<file path="config.mk">
export PLATFORM = sky130hd
export DESIGN_NAME = sskmv_div
export DESIGN_NICKNAME = d
export VERILOG_FILES = /design/src/rtl/sskmv_pkg.sv /design/src/rtl/sskmv_div.sv
export SDC_FILE = /design/constraint.sdc
export NUM_CORES = 1
export LEC_CHECK = 0
export BUFFER_PORTS_ARGS = -buffer_cell sky130_fd_sc_hd__buf_2
export CAP_MARGIN = 5
export CORE_MARGIN = 1
export CORE_UTILIZATION = 40
export CTS_BUF_LIST = sky130_fd_sc_hd__clkbuf_8
export DETAILED_ROUTE_END_ITERATION = 6
export MAX_ROUTING_LAYER = met4
export SYNTH_ARGS = -nofsm -noshare
export SYNTH_HDL_FRONTEND = slang
export SYNTH_SLANG_ARGS = --single-unit
export TNS_END_PERCENT = 10
</file>
<file path="constraint.sdc">
create_clock -name clk -period 6.7 [get_ports clk]
set_input_delay 0.335 -clock clk [delete_from_list [all_inputs] [get_ports clk]]
set_output_delay 0.335 -clock clk [all_outputs]
set_load 0.05 [all_outputs]
</file>
<file path="src/rtl/sskmv_pkg.sv">
// Shared constants, types and a helper function of the sketch bucket engine.
// Depends on nothing; the divider, the top level and the testbench refer to it by scoped names.

package sskmv_pkg;

    // Sketch geometry and list depth.
    localparam int ROWS    = 4;
    localparam int COLUMNS = 1024;
    localparam int K_MAX   = 32;

    // Field widths.
    localparam int ROW_W  = 2;
    localparam int COL_W  = 10;
    localparam int KEY_W  = 32;
    localparam int EDGE_W = 64;
    localparam int HASH_W = 32;
    localparam int LVL_W  = 7;
    localparam int EST_W  = 31;
    localparam int CFG_W  = 6;

    // Derived widths and depths.
    localparam int BKT_W    = ROW_W + COL_W;
    localparam int BUCKETS  = ROWS * COLUMNS;
    localparam int IDX_W    = $clog2(K_MAX);
    localparam int CNT_W    = $clog2(K_MAX + 1);
    localparam int LIST_AW  = BKT_W + IDX_W;
    localparam int LIST_DEP = BUCKETS * K_MAX;
    localparam int DIVD_W   = IDX_W + HASH_W;

    // Reset value of the list size register and the estimate ceiling.
    localparam logic [CFG_W-1:0] KMV_SIZE_RESET = CFG_W'(32);
    localparam logic [EST_W-1:0] EST_SAT        = {EST_W{1'b1}};

    // One bucket record: level, candidate key and list fill.
    typedef struct packed {
        logic [LVL_W-1:0] level;
        logic [KEY_W-1:0] key;
        logic [CNT_W-1:0] fill;
    } bucket_t;

    localparam int BUCKET_W = $bits(bucket_t);

    // Sequencer states of the top level.
    typedef enum logic [3:0] {
        ST_CLEAR,
        ST_IDLE,
        ST_BRD,
        ST_BCHK,
        ST_SCAN,
        ST_DECIDE,
        ST_SHIFT,
        ST_VWRITE,
        ST_EST,
        ST_DIV,
        ST_DONE
    } state_t;

    // Number of trailing one bits of the edge hash (0 to 64).
    function automatic logic [LVL_W-1:0] trailing_ones(input logic [EDGE_W-1:0] e);
        logic [EDGE_W-1:0] low;
        logic [LVL_W-1:0]  idx;
        low = ~e & (e + EDGE_W'(1));
        idx = '0;
        for (int i = 0; i < EDGE_W; i++)
        begin
            if (low[i])
            begin
                idx = idx | LVL_W'(i);
            end
        end
        if (low == '0)
        begin
            idx = LVL_W'(EDGE_W);
        end
        return idx;
    endfunction

endpackage

</file>
<file path="src/rtl/sskmv_div.sv">
// Bit-serial restoring divider for the cardinality estimate, one quotient bit per cycle.
// Depends on sskmv_pkg for widths and the saturation ceiling.

module sskmv_div (
    input  logic                           clk,
    input  logic                           rst_n,
    input  logic                           start,
    input  logic [sskmv_pkg::DIVD_W-1:0]   dividend,
    input  logic [sskmv_pkg::HASH_W-1:0]   divisor,
    output logic                           done,
    output logic [sskmv_pkg::EST_W-1:0]    quotient
);

    localparam int STEP_W = $clog2(sskmv_pkg::DIVD_W + 1);

    logic [sskmv_pkg::HASH_W-1:0] rem_reg, rem_next;
    logic [sskmv_pkg::DIVD_W-1:0] quo_reg, quo_next;
    logic [sskmv_pkg::HASH_W-1:0] dvs_reg, dvs_next;
    logic [STEP_W-1:0]            step_reg, step_next;
    logic                         busy_reg, busy_next;
    logic                         done_reg, done_next;
    logic [sskmv_pkg::HASH_W:0]   trial;
    logic [sskmv_pkg::HASH_W:0]   diff;

    // One restoring step per cycle; the dividend shifts out as quotient bits shift in.
    always_comb
    begin
        rem_next  = rem_reg;
        quo_next  = quo_reg;
        dvs_next  = dvs_reg;
        step_next = step_reg;
        busy_next = busy_reg;
        done_next = 1'b0;
        trial     = {rem_reg, quo_reg[sskmv_pkg::DIVD_W-1]};
        diff      = trial - {1'b0, dvs_reg};
        if (start)
        begin
            rem_next  = '0;
            quo_next  = dividend;
            dvs_next  = divisor;
            step_next = '0;
            busy_next = 1'b1;
        end
        else if (busy_reg)
        begin
            if (trial >= {1'b0, dvs_reg})
            begin
                rem_next = diff[sskmv_pkg::HASH_W-1:0];
                quo_next = {quo_reg[sskmv_pkg::DIVD_W-2:0], 1'b1};
            end
            else
            begin
                rem_next = trial[sskmv_pkg::HASH_W-1:0];
                quo_next = {quo_reg[sskmv_pkg::DIVD_W-2:0], 1'b0};
            end
            step_next = step_reg + STEP_W'(1);
            if (step_reg == STEP_W'(sskmv_pkg::DIVD_W - 1))
            begin
                busy_next = 1'b0;
                done_next = 1'b1;
            end
        end
    end

    // Control state.
    always_ff @(posedge clk or negedge rst_n)
    begin
        if (!rst_n)
        begin
            busy_reg <= 1'b0;
            done_reg <= 1'b0;
        end
        else
        begin
            busy_reg <= busy_next;
            done_reg <= done_next;
        end
    end

    // Datapath registers.
    always_ff @(posedge clk)
    begin
        rem_reg  <= rem_next;
        quo_reg  <= quo_next;
        dvs_reg  <= dvs_next;
        step_reg <= step_next;
    end

    // Saturate quotients that do not fit the estimate width.
    assign done     = done_reg;
    assign quotient = (|quo_reg[sskmv_pkg::DIVD_W-1:sskmv_pkg::EST_W]) ?
                      sskmv_pkg::EST_SAT : quo_reg[sskmv_pkg::EST_W-1:0];

endmodule

</file>
## Yosys cells after proc, flatten, opt, wreduce, memory -nomap -nowiden

Cells that the tools add are included.

| cells by class | value |
|---|---|
| div/mod/pow operators | 0 |
| magnitude comparators | 1 |
| $add $sub $neg | 2 |
| reductions and logical operators | 2 |
| muxes and demuxes | 11 |
| equal/unequal tests | 1 |
| shift-type cells | 0 |
| multipliers | 0 |
| bitwise logic cells | 0 |

Operators with widths:

| cell | count |
|---|---|
| two-way mux 37 bit | 2 |
| >= comparator 33 x 32 -> 1 bit | 1 |
| two-way mux 32 bit | 1 |
| subtractor 32 bit | 1 |
| two-way mux 31 bit | 1 |
| two-way mux 1 bit | 7 |
| adder 6 x 1 -> 6 bit (second input constant) | 1 |
| == test 6 bit (second input constant) | 1 |
| OR reduction 6 bit | 1 |
| nonzero test 2 bit | 1 |

| storage, ports and cells | value |
|---|---|
| input bits | 72 |
| memory bits (writable) | 0 |
| bits in read-only memories | 0 |
| latch bits | 0 |
| bits in registers | 109 |
| output and inout bits | 32 |
| memories kept | 0 |

## Depth between registers and ports, before layout

Gate-level depths: netlist of the first run.

| depth | value |
|---|---|
| depth after elaboration | 4 |
| gate-level depth with buffers | 13 |
| depth with buffers taken out | 11 |

## Worst setup path after synthesis of the first run

No wires, ideal clock.

| path | value |
|---|---|
| kind | register to register |
| from | register dvs_reg[20] in the netlist's numbering |
| to | register rem_reg[21] in the netlist's numbering |
| required time | 6.583 ns |
| setup time | 0.117 ns |
| stages on the path, launching flop included | 13 |
| setup slack | 4.182 ns |
| arrival time | 2.401 ns |
| path buffers | 2 |
| cells stage by stage | edfxtp_1 -> inv_1 -> ha_1 -> buf_6 -> a21o_1 -> o21bai_1 -> nor3_1 -> a31oi_2 -> and3_4 -> o21a_1 -> buf_6 -> or3_1 -> a32o_1 |

| between the ends | value |
|---|---|
| longest elaborated chain between the ends | 2 |
| elaborated cells between the ends (all ways) | 3 |

RTL lines:

| element | line | source |
|---|---|---|
| from (decl) | sskmv_div.sv:18 | `logic [sskmv_pkg::HASH_W-1:0] dvs_reg, dvs_next;` |
| from (signal assigned) | sskmv_div.sv:85 | `dvs_reg <= dvs_next;` |
| subtractor 32 bit / >= comparator 33 x 32 -> 1 bit (equally long branches) | sskmv_div.sv:35, sskmv_div.sv:46 |  |
| two-way mux 32 bit * | sskmv_div.sv:46 | `if (trial >= {1'b0, dvs_reg})` |
| to (signal assigned) | sskmv_div.sv:83 | `rem_reg <= rem_next;` |
| to (decl) | sskmv_div.sv:16 | `logic [sskmv_pkg::HASH_W-1:0] rem_reg, rem_next;` |

Mark *: on every way between the ends. The rest lies on a longest branch, timed or not.
A chain may end at the register's enable or synchronous reset.

## Worst setup path in the final report of the first run

| path | value |
|---|---|
| from | register rem_reg[25] in the netlist's numbering |
| to | register quo_reg[0] in the netlist's numbering, data pin |

| between the ends | value |
|---|---|
| longest elaborated chain between the ends | 4 |

RTL lines:

| element | line | source |
|---|---|---|
| >= comparator 33 x 32 -> 1 bit | sskmv_div.sv:46 |  |
| two-way mux 1 bit | sskmv_div.sv:46 |  |
| two-way mux 37 bit | sskmv_div.sv:44 | `else if (busy_reg)` |
| two-way mux 37 bit | sskmv_div.sv:36 | `if (start)` |
| net quo_next, one bit | sskmv_div.sv:17 | `logic [sskmv_pkg::DIVD_W-1:0] quo_reg, quo_next;` |
| to (signal assigned) | sskmv_div.sv:84 | `quo_reg <= quo_next;` |
| to (decl) | sskmv_div.sv:17 |  |

The timed path passes the listed nets, and every way through them passes these cells. The select of a mux whose other input is x is not followed.

==> results of run 1 <==
## power by group through the flow
stage | Clock, W | Combinational (W) | Sequential [W]
2_1_floorplan | 0 | 0.000923 | 0.000919
3_5_place_dp | 0 | 0.00117 | 0.000944
3_3_place_gp | 0 | 0.00117 | 0.000939
6_report | 0.000392 | 0.00119 | 0.000931
5_1_grt | 0.000431 | 0.00132 | 0.000947
4_1_cts | 0.000406 | 0.00118 | 0.000930
## worst max path at each step
stage           startpoint     endpoint  cells past startpoint  slack (ns)
3_3_place_gp   rem_reg[25]   quo_reg[0]                      9        3.12
3_5_place_dp   rem_reg[25]   quo_reg[0]                      9        3.14
2_1_floorplan  dvs_reg[20]  rem_reg[21]                     12        4.18
6_report       rem_reg[25]   quo_reg[0]                      9        3.12
5_1_grt        dvs_reg[16]  rem_reg[12]                     10        2.86
4_1_cts        rem_reg[25]   quo_reg[0]                      9        3.11
## kinds of logic (layout without fill, tap and decap cells)
group                      after synthesis  in the layout
buffers and inverters                   87            170
xor gates and xnor gates                28             28
AOI/OAI and AO/OA                      174            174
muxes                                   41             41
DFF                                    109            109
adders and majority gates               35             35
and+or+nand+nor                        223            223
## layout by cell type (no fill, tap or decap), drive strengths merged, types with 6 or more instances in the layout
master	instances
dfxtp	38
edfxtp	69
mux2	37
o21ai	42
a311oi	19
ha	34
inv	50
xnor2	16
and3	6
a21boi	6
buf	109
a21o	12
a21oi	35
nor2	58
or2	35
nor3	8
clkbuf	9
o21bai	7
nand3	28
nor4	7
nand4	13
o211ai	7
nand2	47
o21a	6
xor2	12
## synthesized netlist by cell type, types with 6 or more instances
library cell  count
ha_1             34
nor2_1           58
inv_1            44
nor4_1            6
a21oi_1          35
mux2_2           37
a311oi_1         19
o21a_1            6
edfxtp_1         69
clkbuf_1         23
nor3_1            7
o21ai_0          38
nand4_1          12
buf_2            14
a21boi_0          6
or2_2            35
nand3_1          27
o21bai_1          7
xor2_1           12
xnor2_1          16
a21o_1           12
o211ai_1          6
nand2_1          47
dfxtp_1          38
## worst reg2reg max path, delay by kind of cell, from the launching register on
kind / cells / cell delay (ns)
compound gates: 4 / 1.40
simple gates: 3 / 0.76
fa+ha+maj: 1 / 0.43
mux: 1 / 0.40
flops: 1 / 0.36
## cell type report
type	instances	area, um^2	share of cell area, %
well taps	220	275	3.64
clock inverters	7	55.1	0.728
multi-input cells	501	3490	46.1
flip-flops and latches	109	2880	38.1
inverters	44	165	2.18
repair buffers	110	573	7.58
clock buffers	9	124	1.64
## through the flow
step           total power, W  setup slack [ns]  cells  utilization, %
2_1_floorplan         0.00184              4.18    697               -
3_3_place_gp          0.00211              3.12    983            44.6
3_5_place_dp          0.00212              3.14    983            44.6
4_1_cts               0.00252              3.11   1000            45.8
5_1_grt               0.00270              2.86   1000            45.8
6_report              0.00252              3.12   1000            45.8
## routing by layer
layer,track usage (%),up-vias
met2,32.7,151
met4,5.10,0
met1,26.4,2609
met5,-,-
met3,4.27,16
li1,-,2695
==> impl_results.md, run 1 <==
- Die area: 17400 um^2
- DR top layer: met4
- Clock Tree Buf Depth: 2
- ANT cells: 0
- Rows: 47
- Initial cell density of the core: 40.8%
- Synthesized Nets: 804
- ANT nets after route: 0
- Sequential Power Share: 37.0%
- Max incr delay on CP: 0.67 ns
- Lkg Pwr: 3.07 nW
- Crit. End Element: flop
- Internal power: 0.00145 W
- Antenna violations before repair: 0
- Largest area contributor in the netlist: edfxtp_1
- Peak supply drop: 0.197 mV
- Critical Setup Path Class: reg2reg
- Worst-margin pin slew: 1.12 ns
- Clock Pin Slew Worst Setup and Hold Paths: 0.12 ns
- Min-delay src: divisor[29]
- Synth async-reset ratio: 1.83%
- Drt pass-1 iters: 4
- Type of origin of the critical path: flop
- Synth Area in Adders: 6.60%
- RR Startpoint: rem_reg[25]
- Skew-Pair Late Insertion Delay: 0.40 ns
- Number of global-route vias before repair: 5352
- FILL cells: 1605
- Number of flip-flops in the largest register: 37
- CP max FO: 26
- Die X-Extent: 132 um
- GP Congestion: 0.919
- Area after DPL: 7370 um^2
- Mapped Area: 6750 um^2
- Critical path buffer and inverter count: 0
- Largest family of logic cells by synthesized area: compound AO/OA/AOI/OAI gates
- Max Cap Violations: 0
- Final Max Slew Viols: 0
- Final WL: 16700 um
- Mux cell area share after synthesis: 6.77%
- Via density: 5.47
- Clk network pwr share: 15.6%
- WL met2: 7970 um
- RR Endpoint: quo_reg[0]
- 1st-iter DRT viols: 356
- Synth Warn #: 0
- Total GRT Usage: 20.5%
- Post-Synthesis Mean Instance Area: 9.68 um^2
- Synth Area in Simple Gates: 16.7%
- Hold/Removal Path Class: in2reg
- Largest net degree at the start of global routing: 71
- Delay-heaviest family, CP: compound AO/OA/AOI/OAI gates
- Compound-gate portion of the synthesized area: 18.0%
- Final period util: 53.5%
- Slowest CP cell: o21ai_4
- Resized Gates After CTS: 0
- Clk_skew: 0.0163 ns
- DP HPWL: 11900 um
- Combinational power share: 47.4%
- Final instance area: 7560 um^2
- R2r worst-path depth: 9
- Post-synth EDFFs: 69
- Max-slew headroom: 25.5%
- # DRC: 0
- Wire per inst: 16.7 um
- Port Buf Inserts: 103
- Clock sinks: 109
- Final setup violation count: 0
- Setup Fix Bufs, Post-CTS: 0
- Yosys cell types: 67
- Yosys reg bits: 109
- Min Tclk post-route: 3.58 ns
- Synth area leaders: edfxtp_1, dfxtp_1, ha_1
- Area growth syn-to-layout: 12.1%
- Vias: 5471
- Hold Slack: 0.0966 ns
- Xor/xnor share of the synthesized area: 3.64%
- CTS H-Tree Depth: 3
- Num CTS Buffers: 9
- Post-synthesis instance total: 697
- Post-synth top flop: edfxtp_1
- Die Ht: 132 um
- Layout cell share with drive strength beyond 1: 26.9%
- WL met1: 7830 um
- CTS tree: yes
- First-pass GRT wire length: 27500 um
- Hold Crit Depth: 1
- Total gr overflow: 0
- WHS Endpoint: dvs_reg[29]
- Synth top area share: 30.7%
- Ports: 104
- Final #Nets: 882
- Critical Path AT: 3.74 ns
- Pwr/cell area: 333 nW/um^2
- CP required: 6.86 ns
- Reg2reg setup slack: 3.12 ns
- Root Driver: clkbuf_8
- Hold-fix buffers, CTS: 1
- P_sw: 0.00106 W
- Count of final hold-check violations: 0
- Core area: 16500 um^2
- Unrepaired setup endpoints after global routing: no
- Seq/Total Area, Yosys: 42.7%
- Switching Share: 42.2%
- Total negative slack: 0 ns
- Metal3 WL: 738 um
- Crit path cell chain: ha_1 > a21oi_1 > nor2b_1 > nor3_1 > o21ai_0 > a221o_1 > o21ai_4 > nand2_1 > mux2_2
- Fmax: 279 MHz
- Outcome: complete, no violations
Note: power is estimated with default switching activity, not from simulation.
==> run 2: changes to the inputs <==
--- a/config.mk
+++ b/config.mk
@@ -5,6 +5,7 @@
 export SDC_FILE = /design/constraint.sdc
 export NUM_CORES = 1
 export LEC_CHECK = 0
+export ABC_AREA = 1
 export BUFFER_PORTS_ARGS = -buffer_cell sky130_fd_sc_hd__buf_2
 export CAP_MARGIN = 5
 export CORE_MARGIN = 1
==> constraint.sdc (replaced) <==
create_clock -name clk -period 3 [get_ports clk]
set_input_delay 0.15 -clock clk [delete_from_list [all_inputs] [get_ports clk]]
set_output_delay 0.15 -clock clk [all_outputs]
set_load 0.05 [all_outputs]
==> impl_results.md, run 2 <==
- Critical Path AT: 2.67 ns (was 3.74 ns)
- GP Congestion: 0.881 (was 0.919)
- Switching Share: 31.1% (was 42.2%)
- Die area: 18600 um^2 (was 17400 um^2)
- GRT met3 Usage: 4.14% (was 4.27%)
- Skew-Pair Late Insertion Delay: 0.42 ns (was 0.40 ns)
- Final Max Slew Viols: 0 (unchanged)
- Delay-heaviest family, CP: simple AND/OR/NAND/NOR gates (was compound AO/OA/AOI/OAI gates)
- Post-Synthesis Mean Instance Area: 6.77 um^2 (was 9.68 um^2)
- Seq/Total Area, Yosys: 39.8% (was 42.7%)
- Synth Warn #: 0 (unchanged)
- First-pass GRT wire length: 29900 um (was 27500 um)
- Top cells by count, synth: nand2_1, inv_1, nand3_1 (was edfxtp_1, nor2_1, nand2_1)
- Final setup violation count: 0 (unchanged)
- GR met2 Demand/Resource: 35.9% (was 32.7%)
- Combinational power share: 17.0% (was 47.4%)
- Clk network pwr share: 30.7% (was 15.6%)
- Synth top area share: 28.6% (was 30.7%)
- Crit path cell chain: inv_1 > ha_1 > nand2_1 > inv_1 > nand2_1 > nand3_2 > nand2_2 > nand2_2 > nand2_2 > nand2_2 > nand2_4 > buf_4 > nand3_1 > nand3_1 > nand2_1 (was ha_1 > a21oi_1 > nor2b_1 > nor3_1 > o21ai_0 > a221o_1 > o21ai_4 > nand2_1 > mux2_2)
- Commonest non-fill, non-tap cell in the layout: nand2_1 (was buf_2)
- Num CTS Buffers: 9 (unchanged)
- CTS H-Tree Depth: 3 (unchanged)
- Met1 GRT Util: 26.4% (about the same)
- Final WL: 18100 um (was 16700 um)
- Number of global-route vias before repair: 6314 (was 5352)
- Critical path buffer and inverter count: 3 (was 0)
- Type of origin of the critical path: flop (unchanged)
- Unrepaired setup endpoints after global routing: no (unchanged)
- Total GRT Usage: 21.2% (was 20.5%)
- Min Tclk post-route: 2.37 ns (was 3.58 ns)
- # DRC: 0 (unchanged)
- Layout cell share with drive strength beyond 1: 11.9% (was 26.9%)
- Gr busiest metal: met2 (unchanged)
- Outcome: complete, no violations (unchanged)
- Final period util: 79.0% (was 53.5%)
- Antenna violations before repair: 0 (unchanged)
- Critical Setup Path Class: reg2reg (unchanged)
- Slowest CP cell: edfxtp_1 (was o21ai_4)
- FILL cells: 1766 (was 1605)
- Final #Nets: 1330 (was 882)
- Largest net degree at the start of global routing: 59 (was 71)
- Core Util, Final: 50.3% (was 45.8%)
- Yosys cell types: 33 (was 67)
- Wire per inst: 12.5 um (was 16.7 um)
- Synth area leaders: edfxtp_1, nand2_1, inv_1 (was edfxtp_1, dfxtp_1, ha_1)
- Internal power: 0.00228 W (was 0.00145 W)
- Post-synth top flop: edfxtp_1 (unchanged)
- Die X-Extent: 136 um (was 132 um)
- Initial cell density of the core: 41.4% (was 40.8%)
- Die Ht: 136 um (was 132 um)
- Peak supply drop: 0.273 mV (was 0.197 mV)
- Count of final hold-check violations: 0 (unchanged)
- Drt pass-1 iters: 5 (was 4)
- Clock Tree Buf Depth: 2 (unchanged)
- ANT nets after route: 0 (unchanged)
- Crit. End Element: flop (unchanged)
- Yosys reg bits: 109 (unchanged)
- Most used cell, CP: nand2_2
- P_sw: 0.00103 W (was 0.00106 W)
- Core area: 17500 um^2 (was 16500 um^2)
- Fmax: 422 MHz (was 279 MHz)
- Pwr/cell area: 375 nW/um^2 (was 333 nW/um^2)
- Reg2reg setup slack: 0.63 ns (was 3.12 ns)
- 1st-iter DRT viols: 306 (was 356)
- Area growth syn-to-layout: 21.6% (was 12.1%)
- Root Driver: clkbuf_8 (unchanged)
- Synthesized Nets: 1176 (was 804)
- DP HPWL: 13000 um (was 11900 um)
- Total negative slack: 0 ns (unchanged)
- Max Cap Violations: 0 (unchanged)
- Vias: 6641 (was 5471)
- Hold/Removal Path Class: in2reg (unchanged)
- Clock Pin Slew Worst Setup and Hold Paths: 0.13 ns (was 0.12 ns)
- Max incr delay on CP: 0.38 ns (was 0.67 ns)
- Clk_skew: 0.0260 ns (was 0.0163 ns)
- Lkg Pwr: 4.64 nW (was 3.07 nW)
- Worst-margin pin slew: 0.691 ns (was 1.12 ns)
- Commonest non-fill, non-tap cells in the layout: nand2_1, inv_1, buf_2 (was buf_2, edfxtp_1, nor2_1)
- CP max FO: 33 (was 26)
- Post-synth EDFFs: 69 (unchanged)
- Post-synthesis instance total: 1069 (was 697)
- Via density: 4.57 (was 5.47)
- Ports: 104 (unchanged)
- Clock sinks: 109 (unchanged)
- Port Buf Inserts: 103 (unchanged)
- Largest area contributor in the netlist: edfxtp_1 (unchanged)
- Setup Fix Bufs, Post-CTS: 0 (unchanged)
- Total gr overflow: 0 (unchanged)
- Number of flip-flops in the largest register: 37 (unchanged)
- Synth async-reset ratio: 1.83% (unchanged)
- Sequential Power Share: 52.3% (was 37.0%)
- Mapped Area: 7230 um^2 (was 6750 um^2)
- Max-slew headroom: 53.9% (was 25.5%)
- CTS tree: yes (unchanged)
- Rows: 48 (was 47)
- CP required: 3.30 ns (was 6.86 ns)
- ANT cells: 0 (unchanged)
- Count leader, synth: nand2_1 (was edfxtp_1)
-- run 2: cell types whose count changed after synthesis, sizes merged, moves of 11 or more --
cell,before,now
nand4,13,2
nand3,28,81
or2,35,0
clkbuf,23,12
a21oi,35,24
a311oi,19,0
a21o,12,1
mux2,37,0
xor2,12,1
nand2,47,439
inv,44,219
-- run 2: power by group through the flow --
| stage | clock, W | sequential [W] | combinational (W) |
|---|---|---|---|
| 2_1_floorplan | 0 | 0.00175 | 0.000352 |
| 3_3_place_gp | 0 | 0.00176 | 0.000498 |
| 3_5_place_dp | 0 | 0.00176 | 0.000498 |
| 4_1_cts | 0.00105 | 0.00173 | 0.000561 |
| 5_1_grt | 0.00109 | 0.00174 | 0.000629 |
| 6_report | 0.00102 | 0.00173 | 0.000560 |
-- run 2: kinds of logic (layout without fill, tap and decap cells) --
group	after synthesis	count (layout)	share of synthesized area, %
simple gates	602	602	34.3
buf+inv	248	407	13.4
flops	109	109	39.8
compound gates	61	61	4.55
fa+ha+maj	35	35	6.16
xor+xnor	14	14	1.69
-- run 2: metrics by stage --
stage | hold slack (ns) | instance area (um^2) | cells | total power [W] | setup slack [ns]
6_report | 0.0152 | 8800 | 1453 | 0.00330 | 0.630
5_1_grt | 0.00718 | 8800 | 1453 | 0.00346 | 0.384
4_1_cts | 0.000105 | 8800 | 1453 | 0.00334 | 0.627
3_5_place_dp | -0.0643 | 7970 | 1377 | 0.00226 | 0.659
3_3_place_gp | -0.0645 | 7970 | 1377 | 0.00226 | 0.639
2_1_floorplan | -0.146 | 7230 | 1069 | 0.00210 | 1.12
-- run 2: area by class of cell --
| type | instances | area, um^2 | area share, % |
|---|---|---|---|
| Clock buffer | 9 | 124 | 1.41 |
| Clock inverter | 7 | 101 | 1.15 |
| Inverter | 220 | 826 | 9.39 |
| Multi-Input combinational cell | 712 | 3390 | 38.6 |
| Sequential cell | 109 | 2880 | 32.8 |
| Tap cell | 225 | 282 | 3.20 |
| Timing Repair Buffer | 171 | 1190 | 13.5 |
-- run 2: final timing paths --
kind                               endpoint          from  cells after the start
worst max-delay path            rem_reg[16]    dvs_reg[3]                     15
worst max register to register  rem_reg[16]    dvs_reg[3]                     15
min in group asynchronous          busy_reg         rst_n                      2
worst min register to register   rem_reg[2]    rem_reg[2]                      2
max in group asynchronous              done         rst_n                      2
worst min-delay path            quo_reg[11]  dividend[11]                      3
-- run 2: repair_timing --
action / 4_1_cts / 5_1_grt
hold buffers: 60 / 0
endpoints found under the hold margin: 61 / 0
resized for setup: 0 / 0
-- run 2: layer usage --
| metal | up-vias | wire length [um] |
|---|---|---|
| met2 | 122 | 8460 |
| met5 | - | 0 |
| met1 | 2958 | 8850 |
| met4 | 0 | 114 |
| li1 | 3556 | - |
| met3 | 5 | 699 |
-- run 2: worst register-to-register path, stage by stage (launching register included) --
cell      delay [ns]
edfxtp_1        0.38
inv_1           0.07
ha_1            0.29
nand2_1         0.14
inv_1           0.05
nand2_1         0.07
nand3_2         0.12
nand2_2         0.09
nand2_2         0.09
nand2_2         0.10
nand2_2         0.09
nand2_4         0.08
buf_4           0.37
nand3_1         0.15
nand3_1         0.11
nand2_1         0.06
